File: src/hdl/pps_pkg.sv
// ----------------------------------------------------------------------------
// pps_pkg
// Shared types and constants for the preemptive priority scheduler.
// ----------------------------------------------------------------------------
package pps_pkg;

    localparam int unsigned ID_W   = 16;
    localparam int unsigned TIME_W = 32;
    localparam int unsigned BRST_W = 16;
    localparam int unsigned PRI_W  = 8;
    // id + arrival + total + start + priority
    localparam int unsigned ENTRY_W = ID_W + TIME_W + BRST_W + TIME_W + PRI_W;

    typedef enum logic {
        ACT_ARRIVE   = 1'b0,
        ACT_COMPLETE = 1'b1
    } t_action;

    typedef struct packed {
        logic [ID_W-1:0]   id;
        logic [TIME_W-1:0] arrival;
        logic [BRST_W-1:0] total;
        logic [TIME_W-1:0] start;
        logic [PRI_W-1:0]  prio;
    } t_entry;

    // Controller to datapath
    typedef struct packed {
        logic load_in;      // capture the input item
        logic run_arrival;  // start the captured arrival now
        logic push_in;      // write captured arrival at tail
        logic push_cur;     // write running task at tail
        logic set_drop;     // flag the captured arrival as dropped
        logic go_idle;      // clear running task and queue
        logic scan_rd;      // issue queue read at scan index
        logic scan_cmp;     // compare read data to best so far
        logic scan_first;   // read data is the first entry
        logic run_best;     // start the best entry now
        logic shift_rd;     // issue read at shift index + 1
        logic shift_wr;     // write read data at shift index
        logic pop;          // decrement count
        logic res_load;     // capture result
    } t_cmd;

    // Datapath to controller
    typedef struct packed {
        logic action;
        logic cur_valid;
        logic q_full;
        logic q_empty;
        logic preempt;
        logic scan_last;
        logic shift_last;
    } t_sts;

endpackage

File: src/hdl/preemptive_priority_scheduler.sv
// ----------------------------------------------------------------------------
// preemptive_priority_scheduler
// Preemptive priority scheduler with an ordered ready queue in RAM.
// ----------------------------------------------------------------------------
// One item is one scheduler event (arrival or completion) and yields one result
// item showing the running task after the event. An arrival is captured,
// decided and loaded into the result register. A completion scans the queue
// memory entry by entry, a read then a compare (registered read port), then
// compacts the entries behind the chosen one with a read and a write per
// entry, set by the single read port of the queue RAM. The result sits in an
// output register, so the next item is taken while a result still waits.
// Lower priority value is more urgent; ties go to the earlier queue entry.
// Every result reports remaining equal to total. End time wraps modulo 2^32.
module preemptive_priority_scheduler #(
    parameter int unsigned QUEUE_DEPTH = 16
) (
    input  logic                       i_clk,
    input  logic                       i_rst_n,
    input  logic                       i_valid,
    output logic                       o_ready,
    input  logic                       i_action,
    input  logic [pps_pkg::TIME_W-1:0] i_now,
    input  logic [pps_pkg::ID_W-1:0]   i_proc_id,
    input  logic [pps_pkg::TIME_W-1:0] i_proc_arrival,
    input  logic [pps_pkg::BRST_W-1:0] i_proc_burst,
    input  logic [pps_pkg::PRI_W-1:0]  i_proc_priority,
    output logic                       o_valid,
    input  logic                       i_ready,
    output logic                       o_busy_res,
    output logic [pps_pkg::ID_W-1:0]   o_run_id,
    output logic [pps_pkg::TIME_W-1:0] o_run_arrival,
    output logic [pps_pkg::BRST_W-1:0] o_run_total_burst,
    output logic [pps_pkg::TIME_W-1:0] o_run_start,
    output logic [pps_pkg::TIME_W-1:0] o_run_end,
    output logic [pps_pkg::BRST_W-1:0] o_run_remaining,
    output logic [pps_pkg::PRI_W-1:0]  o_run_priority,
    output logic                       o_dropped
);
    import pps_pkg::*;

    t_cmd cmd;
    t_sts sts;

    // sequence each event
    pps_ctrl u_ctrl (
        .i_clk   (i_clk),
        .i_rst_n (i_rst_n),
        .i_valid (i_valid),
        .o_ready (o_ready),
        .o_valid (o_valid),
        .i_ready (i_ready),
        .i_sts   (sts),
        .o_cmd   (cmd)
    );

    // hold running task, queue and result
    pps_dp #(.QUEUE_DEPTH(QUEUE_DEPTH)) u_dp (
        .i_clk             (i_clk),
        .i_rst_n           (i_rst_n),
        .i_cmd             (cmd),
        .o_sts             (sts),
        .i_action          (i_action),
        .i_now             (i_now),
        .i_proc_id         (i_proc_id),
        .i_proc_arrival    (i_proc_arrival),
        .i_proc_burst      (i_proc_burst),
        .i_proc_priority   (i_proc_priority),
        .o_busy_res        (o_busy_res),
        .o_run_id          (o_run_id),
        .o_run_arrival     (o_run_arrival),
        .o_run_total_burst (o_run_total_burst),
        .o_run_start       (o_run_start),
        .o_run_end         (o_run_end),
        .o_run_remaining   (o_run_remaining),
        .o_run_priority    (o_run_priority),
        .o_dropped         (o_dropped)
    );
endmodule

File: src/hdl/pps_ram.sv
// ----------------------------------------------------------------------------
// pps_ram
// Generic single-port-write, single-port-read RAM with registered read.
// ----------------------------------------------------------------------------
module pps_ram #(
    parameter int unsigned WIDTH = 8,
    parameter int unsigned DEPTH = 16
) (
    input  logic                     i_clk,
    input  logic                     i_we,
    input  logic [$clog2(DEPTH)-1:0] i_waddr,
    input  logic [WIDTH-1:0]         i_wdata,
    input  logic [$clog2(DEPTH)-1:0] i_raddr,
    output logic [WIDTH-1:0]         o_rdata
);
    logic [WIDTH-1:0] r_mem [DEPTH];
    logic [WIDTH-1:0] r_rdata;

    always_ff @(posedge i_clk) begin
        if (i_we) begin
            r_mem[i_waddr] <= i_wdata;
        end
        r_rdata <= r_mem[i_raddr];
    end

    assign o_rdata = r_rdata;
endmodule

File: src/hdl/pps_dp.sv
// ----------------------------------------------------------------------------
// pps_dp
// Datapath: running task, queue memory, scan and compaction, result register.
// ----------------------------------------------------------------------------
module pps_dp #(
    parameter int unsigned QUEUE_DEPTH = 16
) (
    input  logic                       i_clk,
    input  logic                       i_rst_n,
    input  pps_pkg::t_cmd              i_cmd,
    output pps_pkg::t_sts              o_sts,
    input  logic                       i_action,
    input  logic [pps_pkg::TIME_W-1:0] i_now,
    input  logic [pps_pkg::ID_W-1:0]   i_proc_id,
    input  logic [pps_pkg::TIME_W-1:0] i_proc_arrival,
    input  logic [pps_pkg::BRST_W-1:0] i_proc_burst,
    input  logic [pps_pkg::PRI_W-1:0]  i_proc_priority,
    output logic                       o_busy_res,
    output logic [pps_pkg::ID_W-1:0]   o_run_id,
    output logic [pps_pkg::TIME_W-1:0] o_run_arrival,
    output logic [pps_pkg::BRST_W-1:0] o_run_total_burst,
    output logic [pps_pkg::TIME_W-1:0] o_run_start,
    output logic [pps_pkg::TIME_W-1:0] o_run_end,
    output logic [pps_pkg::BRST_W-1:0] o_run_remaining,
    output logic [pps_pkg::PRI_W-1:0]  o_run_priority,
    output logic                       o_dropped
);
    import pps_pkg::*;

    localparam int unsigned AW = $clog2(QUEUE_DEPTH);
    localparam int unsigned CW = $clog2(QUEUE_DEPTH + 1);
    localparam logic [CW-1:0] DEPTH_C = CW'(QUEUE_DEPTH);

    // captured item
    logic              r_action;
    logic [TIME_W-1:0] r_now;
    t_entry            r_in;

    // running task
    logic              r_cur_valid;
    t_entry            r_cur;
    logic [TIME_W-1:0] r_cur_end;

    logic [CW-1:0]     r_count;
    logic [AW-1:0]     r_idx;      // scan / shift index
    logic [AW-1:0]     r_best;
    t_entry            r_best_e;
    logic              r_drop;

    // result
    logic              r_o_busy;
    t_entry            r_o;
    logic [TIME_W-1:0] r_o_end;
    logic              r_o_drop;

    logic              we;
    logic [AW-1:0]     waddr;
    t_entry            wdata;
    logic [AW-1:0]     raddr;
    logic [ENTRY_W-1:0] rdata;
    t_entry            rd_e;
    logic [AW-1:0]     tail;

    assign rd_e = t_entry'(rdata);
    assign tail = r_count[AW-1:0];

    always_comb begin
        we    = 1'b0;
        waddr = tail;
        wdata = r_in;
        raddr = r_idx;
        if (i_cmd.push_in) begin
            we = 1'b1;
            wdata.start = '0;
        end else if (i_cmd.push_cur) begin
            we = 1'b1;
            wdata = r_cur;
        end else if (i_cmd.shift_wr) begin
            we = 1'b1;
            waddr = r_idx;
            wdata = rd_e;
        end
        if (i_cmd.shift_rd) begin
            raddr = r_idx + AW'(1);
        end
    end

    pps_ram #(.WIDTH(ENTRY_W), .DEPTH(QUEUE_DEPTH)) u_ram (
        .i_clk   (i_clk),
        .i_we    (we),
        .i_waddr (waddr),
        .i_wdata (wdata),
        .i_raddr (raddr),
        .o_rdata (rdata)
    );

    assign o_sts.action     = r_action;
    assign o_sts.cur_valid  = r_cur_valid;
    assign o_sts.q_full     = (r_count >= DEPTH_C);
    assign o_sts.q_empty    = (r_count == '0);
    assign o_sts.preempt    = (r_in.prio < r_cur.prio);
    assign o_sts.scan_last  = (CW'(r_idx) + CW'(1) >= r_count);
    assign o_sts.shift_last = (CW'(r_idx) + CW'(1) >= r_count);

    always_ff @(posedge i_clk) begin
        if (!i_rst_n) begin
            r_cur_valid <= 1'b0;
            r_cur       <= '0;
            r_cur_end   <= '0;
            r_count     <= '0;
            r_idx       <= '0;
            r_drop      <= 1'b0;
        end else begin
            if (i_cmd.load_in) begin
                r_action       <= i_action;
                r_now          <= i_now;
                r_in.id        <= i_proc_id;
                r_in.arrival   <= i_proc_arrival;
                r_in.total     <= i_proc_burst;
                r_in.start     <= i_now;
                r_in.prio      <= i_proc_priority;
                r_drop         <= 1'b0;
                r_idx          <= '0;
            end
            if (i_cmd.set_drop) begin
                r_drop <= 1'b1;
            end
            if (i_cmd.push_in || i_cmd.push_cur) begin
                r_count <= r_count + CW'(1);
            end
            if (i_cmd.run_arrival) begin
                r_cur_valid <= 1'b1;
                r_cur       <= r_in;
                r_cur_end   <= r_now + TIME_W'(r_in.total);
            end
            if (i_cmd.go_idle) begin
                r_cur_valid <= 1'b0;
                r_cur       <= '0;
                r_cur_end   <= '0;
                r_count     <= '0;
            end
            // scan: data at r_idx is valid this cycle
            if (i_cmd.scan_cmp) begin
                if (i_cmd.scan_first || rd_e.prio < r_best_e.prio) begin
                    r_best   <= r_idx;
                    r_best_e <= rd_e;
                end
                r_idx <= r_idx + AW'(1);
            end else if (i_cmd.scan_rd) begin
                r_idx <= '0;
            end
            if (i_cmd.run_best) begin
                r_cur_valid    <= 1'b1;
                r_cur          <= '{id: r_best_e.id, arrival: r_best_e.arrival,
                                    total: r_best_e.total, start: r_now,
                                    prio: r_best_e.prio};
                r_cur_end      <= r_now + TIME_W'(r_best_e.total);
                r_idx          <= r_best;
            end
            if (i_cmd.shift_wr) begin
                r_idx <= r_idx + AW'(1);
            end
            if (i_cmd.pop) begin
                r_count <= r_count - CW'(1);
            end
        end
    end

    always_ff @(posedge i_clk) begin
        if (i_cmd.res_load) begin
            r_o_busy <= r_cur_valid;
            r_o      <= r_cur;
            r_o_end  <= r_cur_end;
            r_o_drop <= r_drop;
        end
    end

    assign o_busy_res        = r_o_busy;
    assign o_run_id          = r_o.id;
    assign o_run_arrival     = r_o.arrival;
    assign o_run_total_burst = r_o.total;
    assign o_run_start       = r_o.start;
    assign o_run_end         = r_o_end;
    assign o_run_remaining   = r_o.total;
    assign o_run_priority    = r_o.prio;
    assign o_dropped         = r_o_drop;
endmodule

File: src/hdl/pps_ctrl.sv
// ----------------------------------------------------------------------------
// pps_ctrl
// Controller: sequences arrival handling, queue scan and compaction.
// ----------------------------------------------------------------------------
module pps_ctrl (
    input  logic          i_clk,
    input  logic          i_rst_n,
    input  logic          i_valid,
    output logic          o_ready,
    output logic          o_valid,
    input  logic          i_ready,
    input  pps_pkg::t_sts i_sts,
    output pps_pkg::t_cmd o_cmd
);
    import pps_pkg::*;

    typedef enum logic [2:0] {
        S_IDLE, S_DECIDE, S_SCAN, S_SCAN_CMP, S_SHIFT_RD, S_SHIFT_WR, S_RESULT, S_OUT
    } t_state;

    t_state r_state, n_state;
    logic   r_valid, n_valid;
    logic   r_first, n_first;

    assign o_ready = (r_state == S_IDLE);
    assign o_valid = r_valid;

    always_comb begin
        n_state = r_state;
        n_valid = r_valid;
        n_first = r_first;
        o_cmd   = '0;
        if (r_valid && i_ready) begin
            n_valid = 1'b0;
        end
        unique case (r_state)
            S_IDLE: begin
                if (i_valid) begin
                    o_cmd.load_in = 1'b1;
                    n_state = S_DECIDE;
                end
            end
            S_DECIDE: begin
                if (i_sts.action == ACT_ARRIVE) begin
                    n_state = S_RESULT;
                    if (!i_sts.cur_valid) begin
                        o_cmd.run_arrival = 1'b1;
                    end else if (i_sts.q_full) begin
                        o_cmd.set_drop = 1'b1;
                    end else if (i_sts.preempt) begin
                        o_cmd.push_cur    = 1'b1;
                        o_cmd.run_arrival = 1'b1;
                    end else begin
                        o_cmd.push_in = 1'b1;
                    end
                end else if (i_sts.q_empty) begin
                    o_cmd.go_idle = 1'b1;
                    n_state = S_RESULT;
                end else begin
                    o_cmd.scan_rd = 1'b1;
                    n_first = 1'b1;
                    n_state = S_SCAN_CMP;
                end
            end
            S_SCAN: begin
                // read issued here at the incremented index
                n_state = S_SCAN_CMP;
            end
            S_SCAN_CMP: begin
                o_cmd.scan_cmp   = 1'b1;
                o_cmd.scan_first = r_first;
                n_first = 1'b0;
                if (i_sts.scan_last) begin
                    n_state = S_SHIFT_RD;
                end else begin
                    n_state = S_SCAN;
                end
            end
            S_SHIFT_RD: begin
                // first cycle here: start best task, index moves to best
                if (!r_first) begin
                    o_cmd.run_best = 1'b1;
                    n_first = 1'b1;
                    n_state = S_SHIFT_RD;
                end else if (i_sts.shift_last) begin
                    o_cmd.pop = 1'b1;
                    n_state = S_RESULT;
                end else begin
                    o_cmd.shift_rd = 1'b1;
                    n_state = S_SHIFT_WR;
                end
            end
            S_SHIFT_WR: begin
                o_cmd.shift_wr = 1'b1;
                n_state = S_SHIFT_RD;
            end
            S_RESULT: begin
                if (!r_valid || i_ready) begin
                    o_cmd.res_load = 1'b1;
                    n_valid = 1'b1;
                    n_state = S_IDLE;
                end
            end
            S_OUT: begin
                n_state = S_IDLE;
            end
            default: n_state = S_IDLE;
        endcase
    end

    always_ff @(posedge i_clk) begin
        if (!i_rst_n) begin
            r_state <= S_IDLE;
            r_valid <= 1'b0;
            r_first <= 1'b0;
        end else begin
            r_state <= n_state;
            r_valid <= n_valid;
            r_first <= n_first;
        end
    end
endmodule

File: config.mk
export PLATFORM = sky130hd
export DESIGN_NAME = preemptive_priority_scheduler
export DESIGN_NICKNAME = d
export VERILOG_FILES = /design/src/hdl/pps_pkg.sv /design/src/hdl/preemptive_priority_scheduler.sv /design/src/hdl/pps_ram.sv /design/src/hdl/pps_dp.sv /design/src/hdl/pps_ctrl.sv
export SDC_FILE = /design/constraint.sdc
export NUM_CORES = 2
export LEC_CHECK = 0
export BUFFER_PORTS_ARGS = -buffer_cell sky130_fd_sc_hd__buf_2
export CELL_PAD_IN_SITES_DETAIL_PLACEMENT = 1
export CELL_PAD_IN_SITES_GLOBAL_PLACEMENT = 2
export CORE_AREA = 2 2 359 538
export DETAILED_ROUTE_END_ITERATION = 8
export DIE_AREA = 0 0 361 540
export PLACE_DENSITY_LB_ADDON = 0.1
export SETUP_SLACK_MARGIN = 0.4
export SLEW_MARGIN = 20
export SYNTH_ARGS = -nofsm -noshare
export SYNTH_HDL_FRONTEND = slang
export SYNTH_HIERARCHICAL = 1
export SYNTH_SLANG_ARGS = --single-unit
File: constraint.sdc
create_clock -name i_clk -period 29 [get_ports i_clk]
set_clock_uncertainty 0.15 [all_clocks]
set_input_delay 1.45 -clock i_clk [delete_from_list [all_inputs] [get_ports i_clk]]
set_output_delay 1.45 -clock i_clk [all_outputs]
set_load 0.02 [all_outputs]
==> reports/results.tsv <==
stage	metric	value	unit
critical_path	slowest_stage	buf_4	
timing	timing_worst_slew_pin_value	1104	ps
logic_synthesis	ys_warn_count	6	
cts	postCtsHoldBufs	0	
floorplanning	dieHeight	540	µm
routing	avgRoutedWirePerCell	29.02	µm
power	comb_power_share	21.9	%
grt	grt_pass1_vias	38250	
timing	final.setup.tns	0	ps
floorplanning	boundaryPins	265	
routing	detail_route.drc_violations	0	
cts	cts-buffers-inserted	179	
timing	maxSlewViolCount	0	
routing	routed_wirelength	191700	µm
finish	fillerInstances	18480	
hold_path	hold_path_depth	0	
critical_path	reg2regPathDepth	15	
critical_path	critPathTopFamily	buffers and inverters	
floorplanning	placement_rows	196	
critical_path	required_time_of_the_worst_setup_path	29540	ps
grt	remaining_global_route_overflow	0	
cts	tritoncts_clock_tree	yes	
hold_path	hold_path.class	reg2reg	
grt	grt_first_pass_wirelength	278600	µm
logic_synthesis	synthesis.instances	3650	
critical_path	cp_slowest_stage_delay	780	ps
critical_path	timing.critical_path.cells	ha_1, ha_1, a21o_1, a21oi_1, nor2b_1, o21ai_0, nand2b_1, and4b_1, xor2_4, buf_4, buf_4, buf_4, mux4_2, a22oi_1, nand2_1	
logic_synthesis	syn_avg_cell_area	17.73	µm²
critical_path	end_kind	flip-flop	
power	p_leak	24.44	nW
timing	rsz0062_at_grt	false	
placed_design	dp_area	69240	µm²
timing	hold_viol_final	0	
placed_design	place.detailed.hpwl	111400	µm
critical_path	timing.critical_path.buf_inv	3	
cts	clock_sinks	1695	
critical_path	worstSetupPathDepth	15	
cts	cts.htree.levels	4	
finish	post-route-cell-area	75360	µm²
cts	cts_resized	0	
finish	drive_above_1_share	24.94	%
floorplanning	floorplan.initialDensity	34.05	%
logic_synthesis	syn-num-nets	3816	
cts	ctsLongestPathBuffers	4	
grt	antenna_violations_before_repair	13	
critical_path	worstSetupStartpointType	flip-flop	
timing	portion_of_the_clock_cycle_consumed_by_the_worst_path_in_the_final_layout	22.15	%
routing	dr_total_vias	35140	
power	pwr-share-clk	33.5	%
power	p_switching	0.002129	W
finish	final_core_utilization	39.65	%
timing	whs	278.2	ps
power	max-vdd-ir-drop	0.06646	mV
power	swShare	29.95	%
routing	via_per_inst	5.322	
floorplanning	die_w	361	µm
timing	fmax	0.1557	GHz
floorplanning	design.die.area	194900	µm²
timing	layout_min_cycle_time	6424	ps
critical_path	cpMostUsedCell	buf_4	
timing	slew-limit-headroom	25.94	%
power	p_int	0.004981	W
cts	worst_setup_hold_path_clk_slew	70	ps
finish	area.growth.synth_to_final	16.44	%
routing	ant_nets	0	
finish	finish.net_count	4146	
power	finalPower	0.007110	W
cts	cts_setup_buffers	0	
flow_run	maxCapViolCount	0	
placed_design	gp_congestion	0.7714	
critical_path	worst-setup-path-type	reg2reg	
power	power-per-cell-area	94.36	nW/µm²
power	portion_of_total_power_attributed_to_sequential_cells	44.6	%
grt	grt_max_degree	132	
routing	drtPass1Iterations	5	
cts	insertion_delay_to_the_later_sink_of_the_worst_skew_pair	830	ps
placed_design	port-buffer-count	264	
routing	drt_first_iter_violations	2409	
critical_path	crit_path_max_fanout	42	
critical_path	worstPathArrival	6960	ps
grt	track_usage	19.56	%
cts	cts.root.buffer_cell	clkbuf_16	
timing	timing.final.setup_violations	0	
floorplanning	core_region_area	190100	µm²
outcome	status	finished clean	
logic_synthesis	mappedNetlistArea	64720	µm²
==> area by class of cell <==
class,count,area [µm²],share of cell area [%]
antenna,7,17.52,0.02325
clock inverter,85,1050,1.393
multi-input combinational,1665,15030,19.94
inverter,35,133.9,0.1777
tap,2475,3097,4.109
sequential,1695,48660,64.57
timing repair buffer,404,2391,3.173
clock buffer,238,4985,6.615
==> cells in the final DEF, fill, tap and decap left out, types with 7 or more instances in the layout <==
| cell | instances |
|---|---|
| clkbuf_16 | 182 |
| o21ai_2 | 15 |
| clkbuf_1 | 34 |
| buf_4 | 139 |
| inv_1 | 33 |
| clkinv_2 | 20 |
| nor3_1 | 16 |
| a21o_1 | 18 |
| buf_2 | 263 |
| a211oi_1 | 10 |
| nand2_1 | 261 |
| xnor2_1 | 26 |
| dfxtp_1 | 224 |
| xor2_1 | 14 |
| o21a_1 | 10 |
| clkinv_1 | 21 |
| nand2b_1 | 13 |
| o21ai_0 | 246 |
| bufinv_16 | 22 |
| diode_2 | 7 |
| a221oi_1 | 13 |
| nand3_1 | 18 |
| ha_1 | 55 |
| clkbuf_8 | 22 |
| a31oi_1 | 10 |
| nor2_1 | 109 |
| clkinvlp_4 | 10 |
| mux4_2 | 288 |
| nor2_4 | 18 |
| edfxtp_1 | 1471 |
| a21oi_1 | 128 |
| nand4_1 | 8 |
| a22oi_1 | 252 |
==> layer usage <==
metal	wire, µm	GRT usage, %
met1	81430	25.45
met2	97690	34.24
met3	8075	2.727
met4	4425	5.059
met5	40	0
==> worst paths after layout <==
kind | start | end | slack, ps
max | u_dp/r_idx[0]$_SDFFE_PN0P_ | u_dp/u_ram/o_rdata[58]$_DFF_P_ | 22580
max reg2reg | u_dp/r_idx[0]$_SDFFE_PN0P_ | u_dp/u_ram/o_rdata[58]$_DFF_P_ | 22580
min | u_dp/r_cur_end[6]$_SDFFE_PN0P_ | u_dp/o_run_end[6]$_DFFE_PP_ | 280
min reg2reg | u_dp/r_cur_end[6]$_SDFFE_PN0P_ | u_dp/o_run_end[6]$_DFFE_PP_ | 280
==> stage by stage <==
step | setup slack [ps] | cells
final | 22580 | 6604
after floorplan | 20310 | 3650
after global placement | 22350 | 6274
after global routing | 21950 | 6598
after CTS | 22370 | 6597
after detailed placement | 22390 | 6274
==> registers in the layout (all words and copies together) (netlist names), 3 cells and up <==
| name | cells |
|---|---|
| u_dp/r_in | 104 |
| u_dp/r_best | 4 |
| u_dp/o_run_end | 32 |
| u_dp/r_cur | 104 |
| u_dp/o_run_arrival | 32 |
| u_dp/o_run_start | 32 |
| u_dp/o_run_remaining | 16 |
| u_dp/r_best_e | 72 |
| u_dp/u_ram/r_mem | 1152 |
| u_dp/u_ram/o_rdata | 72 |
| u_dp/r_cur_end | 32 |
| u_dp/o_run_priority | 8 |
| u_dp/r_count | 5 |
| u_ctrl/r_state | 3 |
| u_dp/o_run_id | 16 |
| u_dp/r_idx | 4 |
==> power groups by stage <==
stage                     logic (W)  clock network [W]  registers, W
final                       0.00156            0.00238       0.00317
after global routing        0.00172            0.00253       0.00319
after CTS                   0.00160            0.00245       0.00317
after detailed placement    0.00159                  0       0.00322
after global placement      0.00158                  0       0.00322
after floorplan             0.00104                  0       0.00317
==> worst register-to-register path: cells and delay by family (launching register included) <==
family | cells | cell delay [ps]
simple gates | 4 | 800
xor+xnor | 1 | 440
buf+inv | 3 | 2280
fa+ha+maj | 2 | 650
compound gates | 4 | 720
flops | 1 | 620
mux | 1 | 610
Power figures use the tool's default switching activity.
